--- config.mk ---
export PLATFORM = sky130hd
export DESIGN_NAME = cube_map_texel_address
export DESIGN_NICKNAME = d
export VERILOG_FILES = /design/src/hdl/cmta_pkg.sv /design/src/hdl/cmta_front.sv /design/src/hdl/cmta_queue.sv /design/src/hdl/cmta_back.sv /design/src/hdl/cube_map_texel_address.sv
export VERILOG_INCLUDE_DIRS = /design/src /design/src/hdl
export SDC_FILE = /design/constraint.sdc
export NUM_CORES = 2
export LEC_CHECK = 0
export ABC_AREA = 1
export BUFFER_PORTS_ARGS = -buffer_cell sky130_fd_sc_hd__buf_2
export CORE_MARGIN = 2
export CORE_UTILIZATION = 63
export CTS_BUF_LIST = sky130_fd_sc_hd__clkbuf_4 sky130_fd_sc_hd__clkbuf_8 sky130_fd_sc_hd__clkbuf_16
export DETAILED_ROUTE_END_ITERATION = 10
export PLACE_DENSITY = 0.91
export SLEW_MARGIN = 25
export SYNTH_ARGS = -nofsm -noshare
export SYNTH_HDL_FRONTEND = slang
export SYNTH_SLANG_ARGS = --single-unit
--- constraint.sdc ---
create_clock -name clk -period 48.4 [get_ports clk]
set_clock_uncertainty 0.2 [all_clocks]
set_input_delay 9.68 -clock clk [delete_from_list [all_inputs] [get_ports clk]]
set_output_delay 9.68 -clock clk [all_outputs]
set_load 0.02 [all_outputs]
--- src/hdl/assert_macros.svh ---
// Assertion helpers, compiled out for synthesis
`ifndef ASSERT_MACROS_SVH
`define ASSERT_MACROS_SVH
`ifndef SYNTHESIS
`define ASSERT_CLK(name, clk, rst, prop, msg) \
  name: assert property (@(posedge clk) disable iff (rst) prop) else $error(msg);
`define ASSERT_RST(name, clk, prop, msg) \
  name: assert property (@(posedge clk) prop) else $error(msg);
`else
`define ASSERT_CLK(name, clk, rst, prop, msg)
`define ASSERT_RST(name, clk, prop, msg)
`endif
`endif

--- src/hdl/cmta_pkg.sv ---
`default_nettype none
package cmta_pkg;
  localparam int COORD_BITS    = 16;
  localparam int MAX_FACE_SIZE = 2048;
  localparam int FACE_BITS     = $clog2(MAX_FACE_SIZE);
  localparam int SIZE_BITS     = 12;
  localparam int DEN_BITS      = COORD_BITS + 1;
  localparam int NUM_BITS      = DEN_BITS + FACE_BITS;
  localparam int TEX_BITS      = 22;
  localparam int Q_DEPTH       = 4;
  localparam int Q_PTR_BITS    = $clog2(Q_DEPTH);

  typedef enum logic [1:0] {
    REG_MAP_ENABLE  = 2'd0,
    REG_FACE_WIDTH  = 2'd1,
    REG_FACE_HEIGHT = 2'd2
  } reg_idx_t;

  typedef struct packed {
    logic                 sky;
    logic [2:0]           face;
    logic [NUM_BITS-1:0]  nu;
    logic [NUM_BITS-1:0]  nv;
    logic [DEN_BITS-1:0]  den;
    logic [SIZE_BITS-1:0] wc;
  } work_t;

  typedef struct packed {
    logic                 sky;
    logic [2:0]           face;
    logic [NUM_BITS-1:0]  ru;
    logic [NUM_BITS-1:0]  rv;
    logic [DEN_BITS-1:0]  den;
    logic [FACE_BITS-1:0] qu;
    logic [FACE_BITS-1:0] qv;
    logic [SIZE_BITS-1:0] wc;
  } div_t;

  typedef struct packed {
    logic                 map_enable;
    logic [FACE_BITS-1:0] w_m1;
    logic [FACE_BITS-1:0] h_m1;
    logic [SIZE_BITS-1:0] wc;
  } size_cfg_t;

  function automatic logic [SIZE_BITS-1:0] clamp_size(input logic [SIZE_BITS-1:0] s);
    logic [SIZE_BITS-1:0] r;
    r = s;
    if (s == '0) r = SIZE_BITS'(1);
    else if (s > SIZE_BITS'(MAX_FACE_SIZE)) r = SIZE_BITS'(MAX_FACE_SIZE);
    return r;
  endfunction
endpackage
`default_nettype wire

--- src/hdl/cmta_front.sv ---
`default_nettype none
module cmta_front import cmta_pkg::*; (
  input  wire logic                         clk,
  input  wire logic                         rst,
  input  wire logic                         in_valid,
  input  wire logic signed [COORD_BITS-1:0] dx,
  input  wire logic signed [COORD_BITS-1:0] dy,
  input  wire logic signed [COORD_BITS-1:0] dz,
  input  wire size_cfg_t                    cfg,
  output logic                              adv,
  output logic                              out_valid,
  output work_t                             out_item,
  input  wire logic                         q_full
);
  logic [COORD_BITS-1:0] ax, ay, az, m;
  logic [1:0] axis;
  logic neg;
  logic signed [DEN_BITS-1:0] u, v;

  logic s1_valid, s1_sky;
  logic [2:0] s1_face;
  logic signed [DEN_BITS-1:0] s1_u, s1_v;
  logic [COORD_BITS-1:0] s1_m;

  logic signed [DEN_BITS:0] su, sv;

  assign adv = !out_valid || !q_full;

  always_comb begin
    ax = dx[COORD_BITS-1] ? COORD_BITS'(-dx) : COORD_BITS'(dx);
    ay = dy[COORD_BITS-1] ? COORD_BITS'(-dy) : COORD_BITS'(dy);
    az = dz[COORD_BITS-1] ? COORD_BITS'(-dz) : COORD_BITS'(dz);
    axis = 2'd0;
    m = ax;
    if (ay > m) begin
      axis = 2'd1;
      m = ay;
    end
    if (az > m) begin
      axis = 2'd2;
      m = az;
    end
    case (axis)
      2'd0: begin
        neg = dx[COORD_BITS-1];
        u = DEN_BITS'(dz);
        v = DEN_BITS'(dy);
        if (neg) u = -u;
      end
      2'd1: begin
        neg = dy[COORD_BITS-1];
        u = DEN_BITS'(dx);
        v = DEN_BITS'(dz);
        if (neg) u = -u;
      end
      default: begin
        neg = dz[COORD_BITS-1];
        u = DEN_BITS'(dx);
        v = DEN_BITS'(dy);
        if (!neg && dz != '0) u = -u;
      end
    endcase
  end

  always_comb begin
    su = (DEN_BITS+1)'(s1_u) + $signed({2'b00, s1_m});
    sv = $signed({2'b00, s1_m}) - (DEN_BITS+1)'(s1_v);
  end

  always_ff @(posedge clk) begin
    if (rst) begin
      s1_valid  <= 1'b0;
      out_valid <= 1'b0;
    end else if (adv) begin
      s1_valid  <= in_valid;
      out_valid <= s1_valid;
    end
    if (adv) begin
      s1_sky  <= !cfg.map_enable || m == '0;
      s1_face <= {axis, neg};
      s1_u    <= u;
      s1_v    <= v;
      s1_m    <= m;
      out_item.wc <= cfg.wc;
      if (s1_sky) begin
        out_item.sky  <= 1'b1;
        out_item.face <= 3'd0;
        out_item.nu   <= '0;
        out_item.nv   <= '0;
        out_item.den  <= DEN_BITS'(1);
      end else begin
        out_item.sky  <= 1'b0;
        out_item.face <= s1_face;
        out_item.nu   <= NUM_BITS'(su[DEN_BITS-1:0]) * NUM_BITS'(cfg.w_m1);
        out_item.nv   <= NUM_BITS'(sv[DEN_BITS-1:0]) * NUM_BITS'(cfg.h_m1);
        out_item.den  <= {s1_m, 1'b0};
      end
    end
  end
endmodule
`default_nettype wire

--- src/hdl/cmta_queue.sv ---
`default_nettype none
module cmta_queue import cmta_pkg::*; (
  input  wire logic  clk,
  input  wire logic  rst,
  input  wire logic  push,
  input  wire work_t din,
  output logic       full,
  input  wire logic  pop,
  output logic       empty,
  output work_t      dout
);
  work_t mem [Q_DEPTH];
  logic [Q_PTR_BITS-1:0] wp, rp;
  logic [Q_PTR_BITS:0] count;
  logic do_push, do_pop;

  assign full    = count == (Q_PTR_BITS+1)'(Q_DEPTH);
  assign empty   = count == '0;
  assign do_push = push && !full;
  assign do_pop  = pop && !empty;
  assign dout    = mem[rp];

  always_ff @(posedge clk) begin
    if (rst) begin
      wp    <= '0;
      rp    <= '0;
      count <= '0;
    end else begin
      if (do_push) wp <= wp + 1'b1;
      if (do_pop) rp <= rp + 1'b1;
      count <= count + (Q_PTR_BITS+1)'(do_push) - (Q_PTR_BITS+1)'(do_pop);
    end
    if (do_push) mem[wp] <= din;
  end
endmodule
`default_nettype wire

--- src/hdl/cmta_back.sv ---
`default_nettype none
module cmta_back import cmta_pkg::*; (
  input  wire logic            clk,
  input  wire logic            rst,
  input  wire logic            in_valid,
  input  wire work_t           in_item,
  output logic                 adv,
  output logic                 empty,
  input  wire logic            pop,
  output logic                 use_sky,
  output logic [2:0]           face,
  output logic [FACE_BITS-1:0] column,
  output logic [FACE_BITS-1:0] row,
  output logic [TEX_BITS-1:0]  texel_index
);
  div_t st [FACE_BITS+1];
  div_t st_next [FACE_BITS+1];
  logic [FACE_BITS:0] vld;
  logic fin_valid;
  logic [NUM_BITS-1:0] du, dv;

  assign empty = !fin_valid;
  assign adv   = !fin_valid || pop;

  always_comb begin
    st_next[0] = '{sky: in_item.sky, face: in_item.face, ru: in_item.nu, rv: in_item.nv,
                   den: in_item.den, qu: '0, qv: '0, wc: in_item.wc};
    du = '0;
    dv = '0;
    for (int k = 0; k < FACE_BITS; k++) begin
      st_next[k+1] = st[k];
      du = NUM_BITS'(st[k].den) << (FACE_BITS - 1 - k);
      dv = du;
      if (st[k].ru >= du) begin
        st_next[k+1].ru = st[k].ru - du;
        st_next[k+1].qu[FACE_BITS-1-k] = 1'b1;
      end
      if (st[k].rv >= dv) begin
        st_next[k+1].rv = st[k].rv - dv;
        st_next[k+1].qv[FACE_BITS-1-k] = 1'b1;
      end
    end
  end

  always_ff @(posedge clk) begin
    if (rst) begin
      vld       <= '0;
      fin_valid <= 1'b0;
    end else if (adv) begin
      vld       <= {vld[FACE_BITS-1:0], in_valid};
      fin_valid <= vld[FACE_BITS];
    end
    if (adv) begin
      for (int k = 0; k <= FACE_BITS; k++) st[k] <= st_next[k];
      use_sky     <= st[FACE_BITS].sky;
      face        <= st[FACE_BITS].face;
      column      <= st[FACE_BITS].qu;
      row         <= st[FACE_BITS].qv;
      texel_index <= TEX_BITS'(TEX_BITS'(st[FACE_BITS].qv) * TEX_BITS'(st[FACE_BITS].wc)
                     + TEX_BITS'(st[FACE_BITS].qu));
    end
  end
endmodule
`default_nettype wire

--- src/hdl/cube_map_texel_address.sv ---
// Cube-map face and texel addressing.
// Input queue side: push with dir_x/dir_y/dir_z; an item is taken when
// push is high and full is low. Result side: the oldest result sits on
// use_sky/face/column/row/texel_index while empty is low and leaves on pop.
// Configuration: cfg_valid/cfg_ready (always ready) with cfg_index and
// cfg_data; index 0 map_enable, 1 face_width, 2 face_height. Write only
// when no item is in flight.
// Path: the front stage registers s1 and out_item, the 4-entry middle queue,
// 11 divider stages (one quotient bit of column and row each) plus one
// output register with the texel multiply.
// Throughput: one item per cycle when not stalled; the front and back pipelines
// each move as a whole, decoupled by the middle queue.
// Reset empties all pipelines and the queue and clears the registers
// (map off, sizes zero). When pop stays low the back pipeline holds, the
// middle queue fills, and then full rises.
`default_nettype none
`include "assert_macros.svh"
module cube_map_texel_address import cmta_pkg::*; (
  input  wire logic                         clk,
  input  wire logic                         rst,
  input  wire logic                         push,
  output logic                              full,
  input  wire logic signed [COORD_BITS-1:0] dir_x,
  input  wire logic signed [COORD_BITS-1:0] dir_y,
  input  wire logic signed [COORD_BITS-1:0] dir_z,
  output logic                              empty,
  input  wire logic                         pop,
  output logic                              use_sky,
  output logic [2:0]                        face,
  output logic [FACE_BITS-1:0]              column,
  output logic [FACE_BITS-1:0]              row,
  output logic [TEX_BITS-1:0]               texel_index,
  input  wire logic                         cfg_valid,
  output logic                              cfg_ready,
  input  wire logic [1:0]                   cfg_index,
  input  wire logic [SIZE_BITS-1:0]         cfg_data
);
  logic map_enable;
  logic [SIZE_BITS-1:0] face_width, face_height, wcl, hcl;
  size_cfg_t cfg;
  logic f_adv, f_valid, q_full, q_empty, b_adv;
  work_t f_item, q_item;

  assign cfg_ready = 1'b1;

  always_ff @(posedge clk) begin
    if (rst) begin
      map_enable  <= 1'b0;
      face_width  <= '0;
      face_height <= '0;
    end else if (cfg_valid) begin
      case (reg_idx_t'(cfg_index))
        REG_MAP_ENABLE:  map_enable  <= cfg_data[0];
        REG_FACE_WIDTH:  face_width  <= cfg_data;
        REG_FACE_HEIGHT: face_height <= cfg_data;
        default: ;
      endcase
    end
  end

  always_comb begin
    wcl = clamp_size(face_width);
    hcl = clamp_size(face_height);
    cfg.map_enable = map_enable;
    cfg.wc   = wcl;
    cfg.w_m1 = FACE_BITS'(wcl - 1'b1);
    cfg.h_m1 = FACE_BITS'(hcl - 1'b1);
  end

  assign full = !f_adv;

  cmta_front u_front (
    .clk, .rst,
    .in_valid (push),
    .dx (dir_x), .dy (dir_y), .dz (dir_z),
    .cfg,
    .adv (f_adv),
    .out_valid (f_valid),
    .out_item (f_item),
    .q_full
  );

  cmta_queue u_queue (
    .clk, .rst,
    .push (f_valid),
    .din (f_item),
    .full (q_full),
    .pop (b_adv),
    .empty (q_empty),
    .dout (q_item)
  );

  cmta_back u_back (
    .clk, .rst,
    .in_valid (!q_empty),
    .in_item (q_item),
    .adv (b_adv),
    .empty,
    .pop,
    .use_sky, .face, .column, .row, .texel_index
  );

  `ASSERT_RST(a_rst_empty, clk, rst |=> empty, "results present after reset")
  `ASSERT_CLK(a_sky_zero, clk, rst, !empty && use_sky |-> face == 3'd0 && column == '0 && row == '0, "sky result not zero")
  `ASSERT_CLK(a_face_rng, clk, rst, !empty |-> face != 3'd6 && face != 3'd7, "face out of range")
  `ASSERT_CLK(a_hold, clk, rst, !empty && !pop |=> !empty && $stable(texel_index), "result lost while stalled")
endmodule
`default_nettype wire
==> results_dict.tcl <==
set metrics [dict create \
    outcome "complete, no violations" \
    dieArea_um2 167000 \
    hold_start "u_back.st[0][442]" \
    netlist_instances 10400 \
    postCtsSetupBuffers 0 \
    final_cell_mix "1,979 x nand2_1, 1,657 x edfxtp_1, 1,387 x inv_1, 968 x nor2_1, 722 x o21ai_0" \
    hp-class "reg -> reg" \
    vias 77200 \
    rsz0062_at_grt "false" \
    max_freq_mhz 63.7 \
    die_h_um 408 \
    hold_violations 0 \
    r2r-start "face_width[3]" \
    drv_cap 0 \
    cts_resized 0 \
    cts_buffers 173 \
    gp_congestion 1.02 \
    clkSinkCount 1706 \
    ys_warn_count 0 \
    final_layout_size_suffix_gt1_share_pct 6.77 \
    die_x_um 408 \
    synthArstFlopShare_pct 0 \
    period_share_pct 32.4 \
    antenna_found_initial 10 \
    design_area_um2 112000 \
    synth_ff_type "edfxtp_1" \
    drt-initial-drc-count 7700 \
    finalNetCount 11600 \
    first_pass_iters 7 \
    syn_area_per_cell_um2 9.87 \
    post-place-cells 12500 \
    r2r_slack_ns 39.78 \
    areaGrowthSynthToFinish_pct 8.40 \
    syn_area_um2 103000 \
    wl_per_cell_um 22.2 \
    clkTransAtPathRegs_ns 0.07 \
    cp-start-kind "input port" \
    nFillCells 11600 \
    crit_required_ns 48.77 \
    final_common_cell "nand2_1" \
    ys_seq_area_share_pct 49.3 \
    io_pins 118 \
    r2r_end "u_front.out_item[81]" \
    min_to "u_back.st[1][109]" \
    vias_per_cell 6.00 \
    insertion_delay_ns 0.85 \
    ant_nets 0 \
    wl_um 286000 \
    cts.path.max_buffers 3 \
    synth_edf_count 1657 \
    grt_max_degree 116 \
    finalSetupTns_ns 0 \
    placed_area_um2 105000 \
    place_hpwl_um 213000 \
    gr-total-overflow 0 \
    cts_tree "done" \
    h-tree-depth 4 \
    core_um2 162000 \
    maxSlewViolCount 0 \
    grt_pass1_vias 78800 \
    final_cells 12900 \
    min_period_ns 15.70 \
    critical_path_peak_fanout 52 \
    worst_pin_slew_ns 1.21 \
    relSlewSlack_pct 19.1 \
    cts_hold_buf 0 \
    grt_first_pass_wirelength_um 441000 \
    hold_depth 0 \
    ys_seq_elements 1706 \
    cp.arrival_ns 16.07 \
    r2r_cells 33 \
    port_buffers 116 \
    drc_errors 0 \
    root_buffer "clkbuf_16" \
    synth_nets 11500 \
    grt_usage_pct 34.3 \
    start_util_pct 63.3 \
    ys_types 74 \
    finalSetupViolCount 0 \
    worstSetupEndpointType "flop" \
    path_class "in -> reg" \
    rows 148 \
]
-- worst max-delay path: stages --
cell      delay (ns)
buf_2           0.74
inv_1           0.46
nor3_1          0.24
nand3_1         0.16
inv_1           0.09
ha_1            0.16
nand4_1         0.13
nor2_1          0.25
nand3_2         0.38
nand2_2         0.46
nand2_1         0.14
nand2_1         0.10
ha_1            0.24
nand2_1         0.07
inv_1           0.03
o21ai_0         0.14
a21oi_1         0.08
nor2_1          0.13
nand2_1         0.07
nand2_1         0.05
buf_4           0.25
nand3_1         0.74
buf_4           0.48
inv_1           0.45
o211ai_1        0.16
o311ai_0        0.16
-- sequential cells by signal, summed over array words and instances, names as in the netlist, named ones only --
name                cells
u_queue.rp              2
u_front.s1_v           16
u_back.column          11
u_back.texel_index     22
face_height            12
u_front.s1_face         3
u_queue.wp              2
u_back.st            1116
u_back.row             11
u_front.s1_sky          1
u_back.fin_valid        1
u_front.s1_m           16
u_back.face             3
u_back.use_sky          1
u_back.vld             12
u_queue.mem           352
u_front.s1_valid        1
u_front.out_valid       1
u_queue.count           3
map_enable              1
face_width             12
u_front.out_item       88
u_front.s1_u           17
-- cells in the mapped netlist (89+ instances only) --
| cell | n | share of area, % |
|---|---|---|
| fa_1 | 390 | 7.6 |
| o21ai_1 | 132 | 0.64 |
| inv_1 | 1390 | 5.1 |
| edfxtp_1 | 1657 | 48 |
| ha_1 | 643 | 7.8 |
| xor2_1 | 197 | 1.7 |
| xnor2_1 | 193 | 1.6 |
| a21oi_1 | 638 | 3.1 |
| nand4_1 | 100 | 0.61 |
| nand2_1 | 1979 | 7.2 |
| clkbuf_1 | 121 | 0.44 |
| nor3_1 | 109 | 0.53 |
| nand3_1 | 273 | 1.3 |
| o22ai_1 | 89 | 0.54 |
| o21ai_0 | 722 | 3.5 |
| nor2_1 | 974 | 3.6 |
-- final cells by class --
type                    count  area, um^2  share of cell area (%)
diodes                      5        12.5                  0.0112
clock buffers             215        4740                    4.25
clock inverters           100        1270                    1.14
inverters                1429        5380                    4.83
multi-input cells        7061       45700                    41.0
flip-flops and latches   1706       50700                    45.5
well taps                2175        2720                    2.44
repair buffers            163         945                   0.847
-- kinds of logic after synthesis --
group / synth area share [%]
flip-flops: 49.3
XOR/XNOR: 3.40
adder cells (fa/ha/maj): 15.4
AND/OR/NAND/NOR: 14.8
AO/OA/AOI/OAI: 10.8
other: 0.00365
buffers and inverters: 6.31
-- layer usage --
layer / up-vias / GRT usage (%) / wire length (um)
met5: - / 0 / 27
met4: 4 / 20.8 / 19900
met3: 1038 / 5.09 / 20100
met2: 3848 / 60.4 / 143000
met1: 36600 / 39.4 / 103000
li1: 35700 / - / -
-- metrics by stage --
step	setup WS [ns]	hold slack, ns	util, %
global route	32.00	0.222	68.7
detailed placement	31.88	0.205	64.9
global placement	31.90	0.200	64.9
finish	32.70	0.211	68.7
CTS	32.75	0.213	68.6
floorplan	4.82	0.200	-
-- worst max path at each step --
stage,startpoint,end,cells past startpoint
finish,dir_y[15],u_front.s1_u[7],26
global route,dir_y[15],u_front.s1_u[6],28
CTS,dir_y[15],u_front.s1_u[7],26
detailed placement,dir_y[15],u_front.s1_u[7],26
global placement,dir_x[15],u_front.s1_u[10],30
floorplan,pop,u_back.column[0],3
Power is left out: the tool's default activity adds up to more than one toggle a clock period on the data nets, which glitch-free logic cannot reach.
